`config.mk`:
```
export PLATFORM = sky130hd
export DESIGN_NAME = ir_range_sensor_scan_sequencer_top
export DESIGN_NICKNAME = d
export VERILOG_FILES = /design/src/rtl/core/irss_pkg.sv /design/src/rtl/core/irss_cfg.sv /design/src/rtl/core/irss_scan.sv /design/src/rtl/core/irss_outq.sv /design/src/rtl/core/ir_range_sensor_scan_sequencer_top.sv
export SDC_FILE = /design/constraint.sdc
export NUM_CORES = 1
export LEC_CHECK = 0
export ABC_AREA = 1
export BUFFER_PORTS_ARGS = -buffer_cell sky130_fd_sc_hd__clkbuf_2
export CORE_ASPECT_RATIO = 0.7
export CORE_MARGIN = 5
export CORE_UTILIZATION = 40
export CTS_CLUSTER_SIZE = 14
export DETAILED_ROUTE_END_ITERATION = 16
export PLACE_DENSITY = 0.66
export SKIP_CTS_REPAIR_TIMING = 1
export SLEW_MARGIN = 20
export SYNTH_ARGS = -nofsm -noshare
export SYNTH_HDL_FRONTEND = slang
export SYNTH_HIERARCHICAL = 1
export SYNTH_SLANG_ARGS = --single-unit
```
`constraint.sdc`:
```
create_clock -name clk -period 4.95 [get_ports clk]
set_clock_uncertainty 0.05 [all_clocks]
set_input_delay 1.485 -clock clk [delete_from_list [all_inputs] [get_ports clk]]
set_output_delay 1.485 -clock clk [all_outputs]
set_load 0.03 [all_outputs]
```
`src/rtl/core/irss_pkg.sv`:
```
package irss_pkg;

    // action codes
    localparam logic [1:0] ACT_TICK     = 2'd0;
    localparam logic [1:0] ACT_READ_ONE = 2'd1;
    localparam logic [1:0] ACT_READ_ALL = 2'd2;
    // action code the block ignores
    localparam logic [1:0] ACT_UNUSED   = 2'd3;

    // scan phase codes
    localparam logic [2:0] PH_IDLE = 3'd0;
    localparam logic [2:0] PH_LR   = 3'd1;
    localparam logic [2:0] PH_LF   = 3'd2;
    localparam logic [2:0] PH_RF   = 3'd3;
    localparam logic [2:0] PH_RR   = 3'd4;

    // sensor indices
    localparam logic [1:0] SNS_LF = 2'd0;
    localparam logic [1:0] SNS_LR = 2'd1;
    localparam logic [1:0] SNS_RR = 2'd2;
    localparam logic [1:0] SNS_RF = 2'd3;

    // configuration register indices
    localparam logic [2:0] REG_LIMIT_LF = 3'd0;
    localparam logic [2:0] REG_LIMIT_LR = 3'd1;
    localparam logic [2:0] REG_LIMIT_RR = 3'd2;
    localparam logic [2:0] REG_LIMIT_RF = 3'd3;
    localparam logic [2:0] REG_IDLE     = 3'd4;
    localparam logic [2:0] REG_ON       = 3'd5;

    // reset values
    localparam logic [7:0] LIMIT_RST     = 8'd240;
    localparam logic [7:0] IDLE_WAIT_RST = 8'd30;
    localparam logic [7:0] ON_TICKS_RST  = 8'd5;

    localparam logic [1:0] LAST_SENSOR = 2'd3;

    typedef struct packed {
        logic [3:0][7:0] limit;
        logic [7:0]      idle_wait_ticks;
        logic [7:0]      emitter_on_ticks;
    } cfg_t;

    // one queued transaction snapshot, one or four result beats
    typedef struct packed {
        logic [3:0]      emitter_mask;
        logic            sample_stored;
        logic [3:0]      near_flags;
        logic [3:0][7:0] vals;
        logic [1:0]      index;
        logic            multi;
    } entry_t;

    // emitter lit in a given phase
    function automatic logic [3:0] lit_mask(input logic [2:0] ph);
        logic [3:0] m;
        begin
            case (ph)
                PH_LR:   m = 4'b0010;
                PH_LF:   m = 4'b0001;
                PH_RF:   m = 4'b1000;
                PH_RR:   m = 4'b0100;
                default: m = 4'b0000;
            endcase
            return m;
        end
    endfunction

endpackage

```
`src/rtl/core/irss_cfg.sv`:
```
module irss_cfg
(
    input  logic                clk,
    input  logic                rst_n,
    input  logic                cfg_wr_en,
    input  logic [2:0]          cfg_index,
    input  logic [7:0]          cfg_wdata,
    output irss_pkg::cfg_t      cfg
);

    irss_pkg::cfg_t cfg_reg;

    // register file writes
    always_ff @(posedge clk or negedge rst_n)
    begin
        if (!rst_n)
        begin
            cfg_reg.limit            <= {4{irss_pkg::LIMIT_RST}};
            cfg_reg.idle_wait_ticks  <= irss_pkg::IDLE_WAIT_RST;
            cfg_reg.emitter_on_ticks <= irss_pkg::ON_TICKS_RST;
        end
        else if (cfg_wr_en)
        begin
            case (cfg_index)
                irss_pkg::REG_LIMIT_LF: cfg_reg.limit[irss_pkg::SNS_LF] <= cfg_wdata;
                irss_pkg::REG_LIMIT_LR: cfg_reg.limit[irss_pkg::SNS_LR] <= cfg_wdata;
                irss_pkg::REG_LIMIT_RR: cfg_reg.limit[irss_pkg::SNS_RR] <= cfg_wdata;
                irss_pkg::REG_LIMIT_RF: cfg_reg.limit[irss_pkg::SNS_RF] <= cfg_wdata;
                irss_pkg::REG_IDLE:     cfg_reg.idle_wait_ticks  <= cfg_wdata;
                irss_pkg::REG_ON:       cfg_reg.emitter_on_ticks <= cfg_wdata;
                default:                ;
            endcase
        end
    end

    assign cfg = cfg_reg;

endmodule

```
`src/rtl/core/irss_scan.sv`:
```
module irss_scan
(
    input  logic                clk,
    input  logic                rst_n,
    input  irss_pkg::cfg_t      cfg,
    input  logic                accept,
    input  logic [1:0]          action,
    input  logic [7:0]          adc_sample,
    input  logic [7:0]          query_sensor,
    output logic                push,
    output irss_pkg::entry_t    entry
);

    logic [2:0]      phase_reg, phase_next;
    logic [7:0]      count_reg, count_next;
    logic [3:0][7:0] ranges_reg, ranges_next;
    logic [3:0]      near_reg, near_next;

    // sequencer next state and result snapshot
    always_comb
    begin
        logic [7:0] dec;
        logic       take;
        logic [1:0] sns;
        logic [1:0] q;
        dec         = count_reg - 8'd1;
        take        = 1'b0;
        sns         = irss_pkg::SNS_LF;
        q           = (query_sensor > 8'd3) ? irss_pkg::SNS_LF : query_sensor[1:0];
        phase_next  = phase_reg;
        count_next  = count_reg;
        ranges_next = ranges_reg;
        near_next   = near_reg;

        if (action == irss_pkg::ACT_TICK)
        begin
            count_next = dec;
            if (dec == 8'd0)
            begin
                count_next = cfg.emitter_on_ticks;
                case (phase_reg)
                    irss_pkg::PH_LR:
                    begin
                        take       = 1'b1;
                        sns        = irss_pkg::SNS_LR;
                        phase_next = irss_pkg::PH_LF;
                    end
                    irss_pkg::PH_LF:
                    begin
                        take       = 1'b1;
                        sns        = irss_pkg::SNS_LF;
                        phase_next = irss_pkg::PH_RF;
                    end
                    irss_pkg::PH_RF:
                    begin
                        take       = 1'b1;
                        sns        = irss_pkg::SNS_RF;
                        phase_next = irss_pkg::PH_RR;
                    end
                    irss_pkg::PH_RR:
                    begin
                        take       = 1'b1;
                        sns        = irss_pkg::SNS_RR;
                        phase_next = irss_pkg::PH_IDLE;
                        count_next = cfg.idle_wait_ticks;
                    end
                    default:
                    begin
                        phase_next = irss_pkg::PH_LR;
                    end
                endcase
            end
        end

        // store sample and refresh that sensor's near flag
        if (take)
        begin
            ranges_next[sns] = adc_sample;
            near_next[sns]   = adc_sample > cfg.limit[sns];
        end

        push                = (action != irss_pkg::ACT_UNUSED) && accept;
        entry.emitter_mask  = irss_pkg::lit_mask(phase_next);
        entry.sample_stored = take;
        entry.near_flags    = near_next;
        entry.vals          = '0;
        entry.index         = irss_pkg::SNS_LF;
        entry.multi         = 1'b0;
        case (action)
            irss_pkg::ACT_READ_ONE:
            begin
                entry.vals[0] = ranges_reg[q];
                entry.index   = q;
            end
            irss_pkg::ACT_READ_ALL:
            begin
                entry.vals  = ranges_reg;
                entry.multi = 1'b1;
            end
            default: ;
        endcase
    end

    // state update on accepted transaction
    always_ff @(posedge clk or negedge rst_n)
    begin
        if (!rst_n)
        begin
            phase_reg  <= irss_pkg::PH_IDLE;
            count_reg  <= irss_pkg::IDLE_WAIT_RST;
            ranges_reg <= '0;
            near_reg   <= '0;
        end
        else if (push)
        begin
            phase_reg  <= phase_next;
            count_reg  <= count_next;
            ranges_reg <= ranges_next;
            near_reg   <= near_next;
        end
    end

endmodule

```
`src/rtl/core/irss_outq.sv`:
```
module irss_outq
(
    input  logic                clk,
    input  logic                rst_n,
    input  logic                push,
    input  irss_pkg::entry_t    entry,
    output logic                full,
    output logic                out_valid,
    input  logic                out_stall,
    output logic [3:0]          emitter_mask,
    output logic                sample_stored,
    output logic [3:0]          near_flags,
    output logic [7:0]          range_value,
    output logic [1:0]          range_index,
    output logic                last_of_run
);

    irss_pkg::entry_t slot0_reg, slot1_reg;
    logic [1:0]       count_reg;
    logic [1:0]       beat_reg;
    logic             head_last;
    logic             fire;
    logic             pop;

    // head beat decode
    assign head_last = beat_reg == (slot0_reg.multi ? irss_pkg::LAST_SENSOR : 2'd0);
    assign out_valid = count_reg != 2'd0;
    assign full      = count_reg == 2'd2;
    assign fire      = out_valid && !out_stall;
    assign pop       = fire && head_last;

    assign emitter_mask  = slot0_reg.emitter_mask;
    assign sample_stored = slot0_reg.sample_stored;
    assign near_flags    = slot0_reg.near_flags;
    assign range_value   = slot0_reg.vals[beat_reg];
    assign range_index   = slot0_reg.multi ? beat_reg : slot0_reg.index;
    assign last_of_run   = head_last;

    // two-slot snapshot queue, head always in slot0
    always_ff @(posedge clk)
    begin
        if (pop)
        begin
            if (push && (count_reg == 2'd1))
                slot0_reg <= entry;
            else
                slot0_reg <= slot1_reg;
            if (push)
                slot1_reg <= entry;
        end
        else if (push)
        begin
            if (count_reg == 2'd0)
                slot0_reg <= entry;
            else
                slot1_reg <= entry;
        end
    end

    // occupancy and beat counter
    always_ff @(posedge clk or negedge rst_n)
    begin
        if (!rst_n)
        begin
            count_reg <= 2'd0;
            beat_reg  <= 2'd0;
        end
        else
        begin
            count_reg <= count_reg + {1'b0, push} - {1'b0, pop};
            if (fire)
                beat_reg <= head_last ? 2'd0 : beat_reg + 2'd1;
        end
    end

endmodule

```
`src/rtl/core/ir_range_sensor_scan_sequencer_top.sv`:
```
// results of a transaction are registered in the snapshot queue before they appear
// one input transaction per cycle while the queue is not full; a read-all drives four
// result beats, so the output side limits the rate for such reads
// a two-slot snapshot queue sits between input and output handshakes
// reset (rst_n low, asynchronous) restores register defaults, idle phase,
// countdown 30, zero ranges and near flags, and empties the queue
module ir_range_sensor_scan_sequencer_top
(
    input  logic        clk,
    input  logic        rst_n,
    input  logic        cfg_wr_en,
    input  logic [2:0]  cfg_index,
    input  logic [7:0]  cfg_wdata,
    input  logic        in_valid,
    output logic        in_stall,
    input  logic [1:0]  action,
    input  logic [7:0]  adc_sample,
    input  logic [7:0]  query_sensor,
    output logic        out_valid,
    input  logic        out_stall,
    output logic [3:0]  emitter_mask,
    output logic        sample_stored,
    output logic [3:0]  near_flags,
    output logic [7:0]  range_value,
    output logic [1:0]  range_index,
    output logic        last_of_run
);

    irss_pkg::cfg_t   cfg;
    irss_pkg::entry_t entry;
    logic             push;
    logic             full;
    logic             accept;

    assign in_stall = full;
    assign accept   = in_valid && !full;

    // configuration registers
    irss_cfg u_cfg
    (
        .clk       (clk),
        .rst_n     (rst_n),
        .cfg_wr_en (cfg_wr_en),
        .cfg_index (cfg_index),
        .cfg_wdata (cfg_wdata),
        .cfg       (cfg)
    );

    // scan sequencer state
    irss_scan u_scan
    (
        .clk          (clk),
        .rst_n        (rst_n),
        .cfg          (cfg),
        .accept       (accept),
        .action       (action),
        .adc_sample   (adc_sample),
        .query_sensor (query_sensor),
        .push         (push),
        .entry        (entry)
    );

    // result queue and beat sequencing
    irss_outq u_outq
    (
        .clk           (clk),
        .rst_n         (rst_n),
        .push          (push),
        .entry         (entry),
        .full          (full),
        .out_valid     (out_valid),
        .out_stall     (out_stall),
        .emitter_mask  (emitter_mask),
        .sample_stored (sample_stored),
        .near_flags    (near_flags),
        .range_value   (range_value),
        .range_index   (range_index),
        .last_of_run   (last_of_run)
    );

endmodule

```
Word-level counts from Yosys, hierarchy flattened
Index checks and enable logic that the tools add are counted.
{"block": "totals", "output_inout_bits": 22, "input_bits": 34, "regBits": 187, "wordCells": 130}
{"block": "classes", "addsub": 4, "reduce_logical": 26, "n_eq_ne": 20, "mux": 41, "magnitude_cmp": 6}
{"cell": "two-way mux 44 bit", "count": 8}
{"cell": "binary-select mux 8 bit (select 2 bit)", "count": 3}
{"cell": "two-way mux 8 bit", "count": 6}
{"cell": "bitwise mux 32 bit", "count": 1}
{"cell": "two-way mux 24 bit", "count": 1}
{"cell": "AND reduction 2 bit", "count": 10}
{"cell": "equality test 3 x 2 -> 1 bit, second input constant", "count": 6}
{"cell": "demux 8 bit (select 2 bit)", "count": 1}
{"cell": "one-hot mux 4 bit (4 select lines)", "count": 1}
{"cell": "one-hot mux 8 bit (2 select lines)", "count": 1}
{"cell": "two-way mux 2 bit", "count": 7}
{"cell": "equality test 3 bit, second input constant", "count": 4}
{"cell": "one-hot mux 3 bit (4 select lines)", "count": 1}
{"cell": "equality test 3 x 1 -> 1 bit, second input constant", "count": 3}
{"cell": "less-than comparator 2 x 3 -> 1 bit, second input constant", "count": 3}
{"cell": "greater-than comparator 8 x 2 -> 1 bit, second input constant", "count": 1}
{"cell": "greater-than comparator 8 bit", "count": 1}
{"cell": "logical NOT 8 bit", "count": 1}
{"cell": "subtractor 8 x 1 -> 8 bit, second input constant", "count": 1}
{"cell": "logical AND 1 bit", "count": 6}
{"cell": "two-way mux 3 bit", "count": 2}
{"cell": "one-hot mux 2 bit (3 select lines)", "count": 1}
{"cell": "nonzero test 2 bit", "count": 3}
{"cell": "two-way mux 1 bit", "count": 5}
{"cell": "other kinds (16)", "count": 20}

Depth between registers and ports, before layout
{"block": "depth", "depth_word": 13, "depth_mapped": 25, "ltp_nobuf": 24}

By module
Netlist, hierarchy kept.
{"mod": "irss_scan", "cells_each": 576, "seq_area_each_um2": 1181.1, "instances": 1, "area_each_um2": 3878.7}
{"mod": "irss_outq", "cells_each": 322, "seq_area_each_um2": 2742.6, "instances": 1, "area_each_um2": 3773.6}
{"mod": "irss_cfg", "cells_each": 217, "seq_area_each_um2": 1228.7, "instances": 1, "area_each_um2": 1944.4}
{"mod": "ir_range_sensor_scan_sequencer_top", "cells_each": 2, "seq_area_each_um2": 0.0, "instances": 1, "area_each_um2": 10.0}

Worst setup path before layout
Ideal clock, no wire load.
{"block": "synth_timing", "path_kind": "input -> register", "startpoint": "in action[0]", "endpoint": "reg u_outq.slot0_reg (netlist bit u_outq/emitter_mask[0]), enable pin", "required_ns": 4.393, "t_arrival_ns": 5.525, "path_slack_ns": -1.131, "stages": 5, "setup_ns": 0.507, "n_path_buf": 1, "path_cell_list": "ha_1 nor2_4 clkbuf_1 inv_1 o21ai_0"}
{"block": "synth_between", "elab_chain_len": 4}
{"item": "start, declared", "line": "ir_range_sensor_scan_sequencer_top.sv:16", "rtl": "input logic [1:0] action,"}
{"item": "inequality test 2 bit", "line": "irss_scan.sv:82", "rtl": "push = (action != irss_pkg::ACT_UNUSED) && accept;"}
{"item": "logical AND 1 bit", "line": "irss_scan.sv:82"}
{"item": "named net push", "line": "ir_range_sensor_scan_sequencer_top.sv:31", "rtl": "logic push;"}
{"item": "nonzero test 2 bit (no source line)"}
{"item": "AND reduction 2 bit (no source line)"}
{"item": "end signal, assigned", "line": "irss_outq.sv:45", "rtl": "slot0_reg <= entry;"}
{"item": "end signal, assigned", "line": "irss_outq.sv:47", "rtl": "slot0_reg <= slot1_reg;"}
{"item": "end signal, assigned", "line": "irss_outq.sv:54", "rtl": "slot0_reg <= entry;"}
{"item": "end, declared", "line": "irss_outq.sv:18", "rtl": "irss_pkg::entry_t slot0_reg, slot1_reg;"}
The timed path passes the listed nets, and every way through them passes these cells.
A chain may end at the register's enable or synchronous reset.

==> flow_metrics.tcl <==
set metrics [dict create \
    outcome "complete, no violations" \
    antenna-diode-count 0 \
    drt-vias-per-instance 5.172 \
    clock_slew_at_the_register_clock_pins_of_the_worst_setup_and_hold_paths_ns 0.07 \
    synthToLayoutAreaGrowth_pct 10.85 \
    ys_ff_latch 187 \
    post_route_cells_drive_above_1_share_pct 15.57 \
    worstPathRequired_ns 5.09 \
    detail_route.drc_violations 0 \
    timing.final.hold_violations 0 \
    number_of_input_and_output_port_buffers_inserted 55 \
    setup_tns_ns 0 \
    worst_r2r_path_depth 21 \
    grt_start_max_net_pins 46 \
    final_non_filler_cells 1487 \
    crit_path_end "u_outq/near_flags[3]" \
    worst_reg2reg_path_endpoint "u_outq/near_flags[3]" \
    setup_viol 0 \
    timing_max_transition_violations_final 0 \
    io_pins 56 \
    half_perimeter_wire_length_after_placement_um 16800 \
    clock_insertion_delay_worst_skew_ns 0.44 \
    place.detailed.instances 1455 \
    die_w_um 195.2 \
    p_leak_uw 0.005040 \
    critical_path.reg2reg.startpoint "u_scan/count_reg[1]" \
    cts.sinks 187 \
    finalWirelength_um 24580 \
    tritoncts "yes" \
    synth_sequential_area_ratio_pct 53.63 \
    layout.nets 1205 \
    max_clk_rate_mhz 251.0 \
    overflow 0 \
    route.antenna.remaining_nets 0 \
    start_point_of_the_critical_path "u_scan/count_reg[1]" \
    area_of_the_multi_input_gates_um2 3749 \
    netlist_area_um2 9607 \
    cp-start-kind "flop" \
    max-clock-path-buffers 2 \
    grt_util_all_layers_pct 18.09 \
    total_via_count_in_the_routed_design 7691 \
    ys.warnings.count 6 \
    mapped_nets 1166 \
    power.density_cell_area_nw_per_um2 464.7 \
    first_iter_violations 794 \
    first_pass_iters 6 \
    synth_cells 1117 \
    timing_worst_setup_path_type "flop to flop" \
    htree_num_levels 4 \
    grt_antenna_before_repair 1 \
    r2r_setup_slack_ns 0.97 \
    asyncSetResetFlopFracSynth_pct 52.94 \
    largest_reg_flops 48 \
    syn-mean-instance-area_um2 8.600 \
    rsz_0062_raised_after_global_routing "false" \
    coreArea_um2 23640 \
    synth_flop_cell "sky130_fd_sc_hd__edfxtp_1" \
    ctsRootBufferMaster "sky130_fd_sc_hd__clkbuf_16" \
    design.die.area_um2 27270 \
    worst-slew-pin-transition_ns 1.056 \
    mostFrequentLayoutCell "sky130_fd_sc_hd__nand2_1" \
    place.gp.congestion 0.8968 \
    holdCritPathClass "flop to flop" \
    grt_first_pass_wirelength_um 39230 \
    grt_pass1_vias 7139 \
    crit_path_max_fanout 18 \
    endpoint_kind "flop" \
    min_period_ns 3.984 \
    wirelength_met1_um 12030 \
    vdd.ir_drop.worst_uv 341.2 \
    synth-edff-count 88 \
    worst_ep_arrival_time_ns 4.13 \
    synth_cell_type_count 44 \
    fin_crit_sh_pct 80.49 \
    drv.max_cap_violation_count 0 \
    wire_per_inst_um 16.53 \
    row_count 47 \
    filler_cell_count 2307 \
    initial_utilization_pct 40.64 \
    commonest_cells_after_routing_fill_and_taps_aside "447 x sky130_fd_sc_hd__nand2_1, 97 x sky130_fd_sc_hd__inv_1, 90 x sky130_fd_sc_hd__nand3_1" \
    wl_met2_um 10040 \
    slew_headroom_pct 29.63 \
    route.met3.wl_um 2228 \
    cts_buffers 17 \
    ff_latch_area_um2 5152 \
    die_y_um 139.7 \
    topRoutingLayerUsed "met5" \
]
==> layer usage <==
metal | vias to the layer above | track usage [%]
met3 | 27 | 4.929
met1 | 3641 | 28.30
li1 | 3717 | -
met2 | 304 | 24.21
met4 | 2 | 5.362
met5 | - | 0
==> synth_stat cells (2+ instances only) <==
library cell	number	area share [%]
sky130_fd_sc_hd__o211ai_1	6	0.47
sky130_fd_sc_hd__nor3_1	4	0.21
sky130_fd_sc_hd__clkbuf_1	13	0.51
sky130_fd_sc_hd__edfxtp_1	88	28
sky130_fd_sc_hd__buf_12	3	0.63
sky130_fd_sc_hd__o21ai_0	31	1.6
sky130_fd_sc_hd__buf_6	6	0.70
sky130_fd_sc_hd__clkinv_1	3	0.12
sky130_fd_sc_hd__buf_2	11	0.57
sky130_fd_sc_hd__nor2_4	12	1.4
sky130_fd_sc_hd__o22ai_1	16	1.0
sky130_fd_sc_hd__dfrtp_1	73	19
sky130_fd_sc_hd__a21oi_1	15	0.78
sky130_fd_sc_hd__nor2_1	49	1.9
sky130_fd_sc_hd__nand2_2	7	0.46
sky130_fd_sc_hd__and2_1	2	0.13
sky130_fd_sc_hd__inv_2	7	0.27
sky130_fd_sc_hd__nand3_1	90	4.7
sky130_fd_sc_hd__a22oi_1	4	0.31
sky130_fd_sc_hd__buf_4	12	0.94
sky130_fd_sc_hd__or2_2	5	0.33
sky130_fd_sc_hd__o21ai_2	3	0.27
sky130_fd_sc_hd__ha_1	15	2.0
sky130_fd_sc_hd__nand2_1	447	17
sky130_fd_sc_hd__dfstp_2	26	7.1
sky130_fd_sc_hd__nand3_2	4	0.42
sky130_fd_sc_hd__nand4_1	39	2.5
sky130_fd_sc_hd__inv_1	97	3.8
sky130_fd_sc_hd__nor2_2	9	0.59
sky130_fd_sc_hd__o21ai_1	3	0.16
sky130_fd_sc_hd__nand3_4	4	0.73
==> report_power, final <==
part | internal (µW) | total, µW | switching, µW
logic | 348 | 1360 | 1010
registers | 2040 | 2220 | 176
clock network | 734 | 1370 | 635
==> worst max-delay path, stage by stage (launching register included) <==
cell and delay, ns:
sky130_fd_sc_hd__dfstp_2 0.55, sky130_fd_sc_hd__inv_1 0.07, sky130_fd_sc_hd__ha_1 0.25, sky130_fd_sc_hd__xnor2_1 0.27
sky130_fd_sc_hd__nand3_1 0.13, sky130_fd_sc_hd__nor2_2 0.12, sky130_fd_sc_hd__nand2_2 0.08, sky130_fd_sc_hd__nor2_4 0.29
sky130_fd_sc_hd__o211ai_4 0.27, sky130_fd_sc_hd__nand2_1 0.12, sky130_fd_sc_hd__nand4_1 0.10, sky130_fd_sc_hd__ha_1 0.31
sky130_fd_sc_hd__nand2_1 0.07, sky130_fd_sc_hd__inv_1 0.05, sky130_fd_sc_hd__nand3_1 0.08, sky130_fd_sc_hd__nor3_1 0.18
sky130_fd_sc_hd__a21oi_1 0.09, sky130_fd_sc_hd__inv_1 0.15, sky130_fd_sc_hd__nand3_1 0.14, sky130_fd_sc_hd__and2_1 0.20
sky130_fd_sc_hd__nand2_1 0.06, sky130_fd_sc_hd__nand2_1 0.07
==> how the worst min path moves through the flow <==
stage | slack (ns) | start | to | cells after the start
floorplan | 0.38 | u_cfg/cfg[13] | u_cfg/cfg[13] | 2
global placement | 0.40 | u_cfg/cfg[22] | u_cfg/cfg[22] | 2
detailed placement | 0.41 | u_cfg/cfg[22] | u_cfg/cfg[22] | 2
CTS | 0.42 | u_cfg/cfg[30] | u_cfg/cfg[30] | 2
global route | 0.44 | u_cfg/cfg[11] | u_cfg/cfg[11] | 2
finish | 0.42 | u_cfg/cfg[10] | u_cfg/cfg[10] | 2
==> cell type report <==
type                       instances  area share [%]
clock buffer                      19           4.253
clock inverter                    13           1.281
inverter                         108           3.830
multi-input combinational        777           35.20
sequential                       187           48.38
tap                              318           3.736
timing repair buffer              65           3.313
==> kinds of logic after synthesis <==
| logic type | Yosys count | share of synthesized area, % |
|---|---|---|
| adders and majority gates | 15 | 1.954 |
| xor gates and xnor gates | 1 | 0.09119 |
| DFF | 187 | 53.63 |
| AOI/OAI and AO/OA | 83 | 5.210 |
| buffers and inverters | 153 | 7.593 |
| and+or+nand+nor | 678 | 31.52 |
==> per-stage QoR <==
stage	utilization [%]	setup slack [ns]	hold WS, ns	power [µW]	area, µm²
finish	45.05	0.9659	0.4168	4948	10650
global route	45.05	0.6086	0.4364	5222	10650
CTS	45.05	1.009	0.4182	4976	10650
detailed placement	42.55	0.5885	0.4080	3601	10060
global placement	42.55	0.6869	0.4033	3572	10060
floorplan	-	0.05753	0.3845	3200	9607
Power figures use the tool's default switching activity.
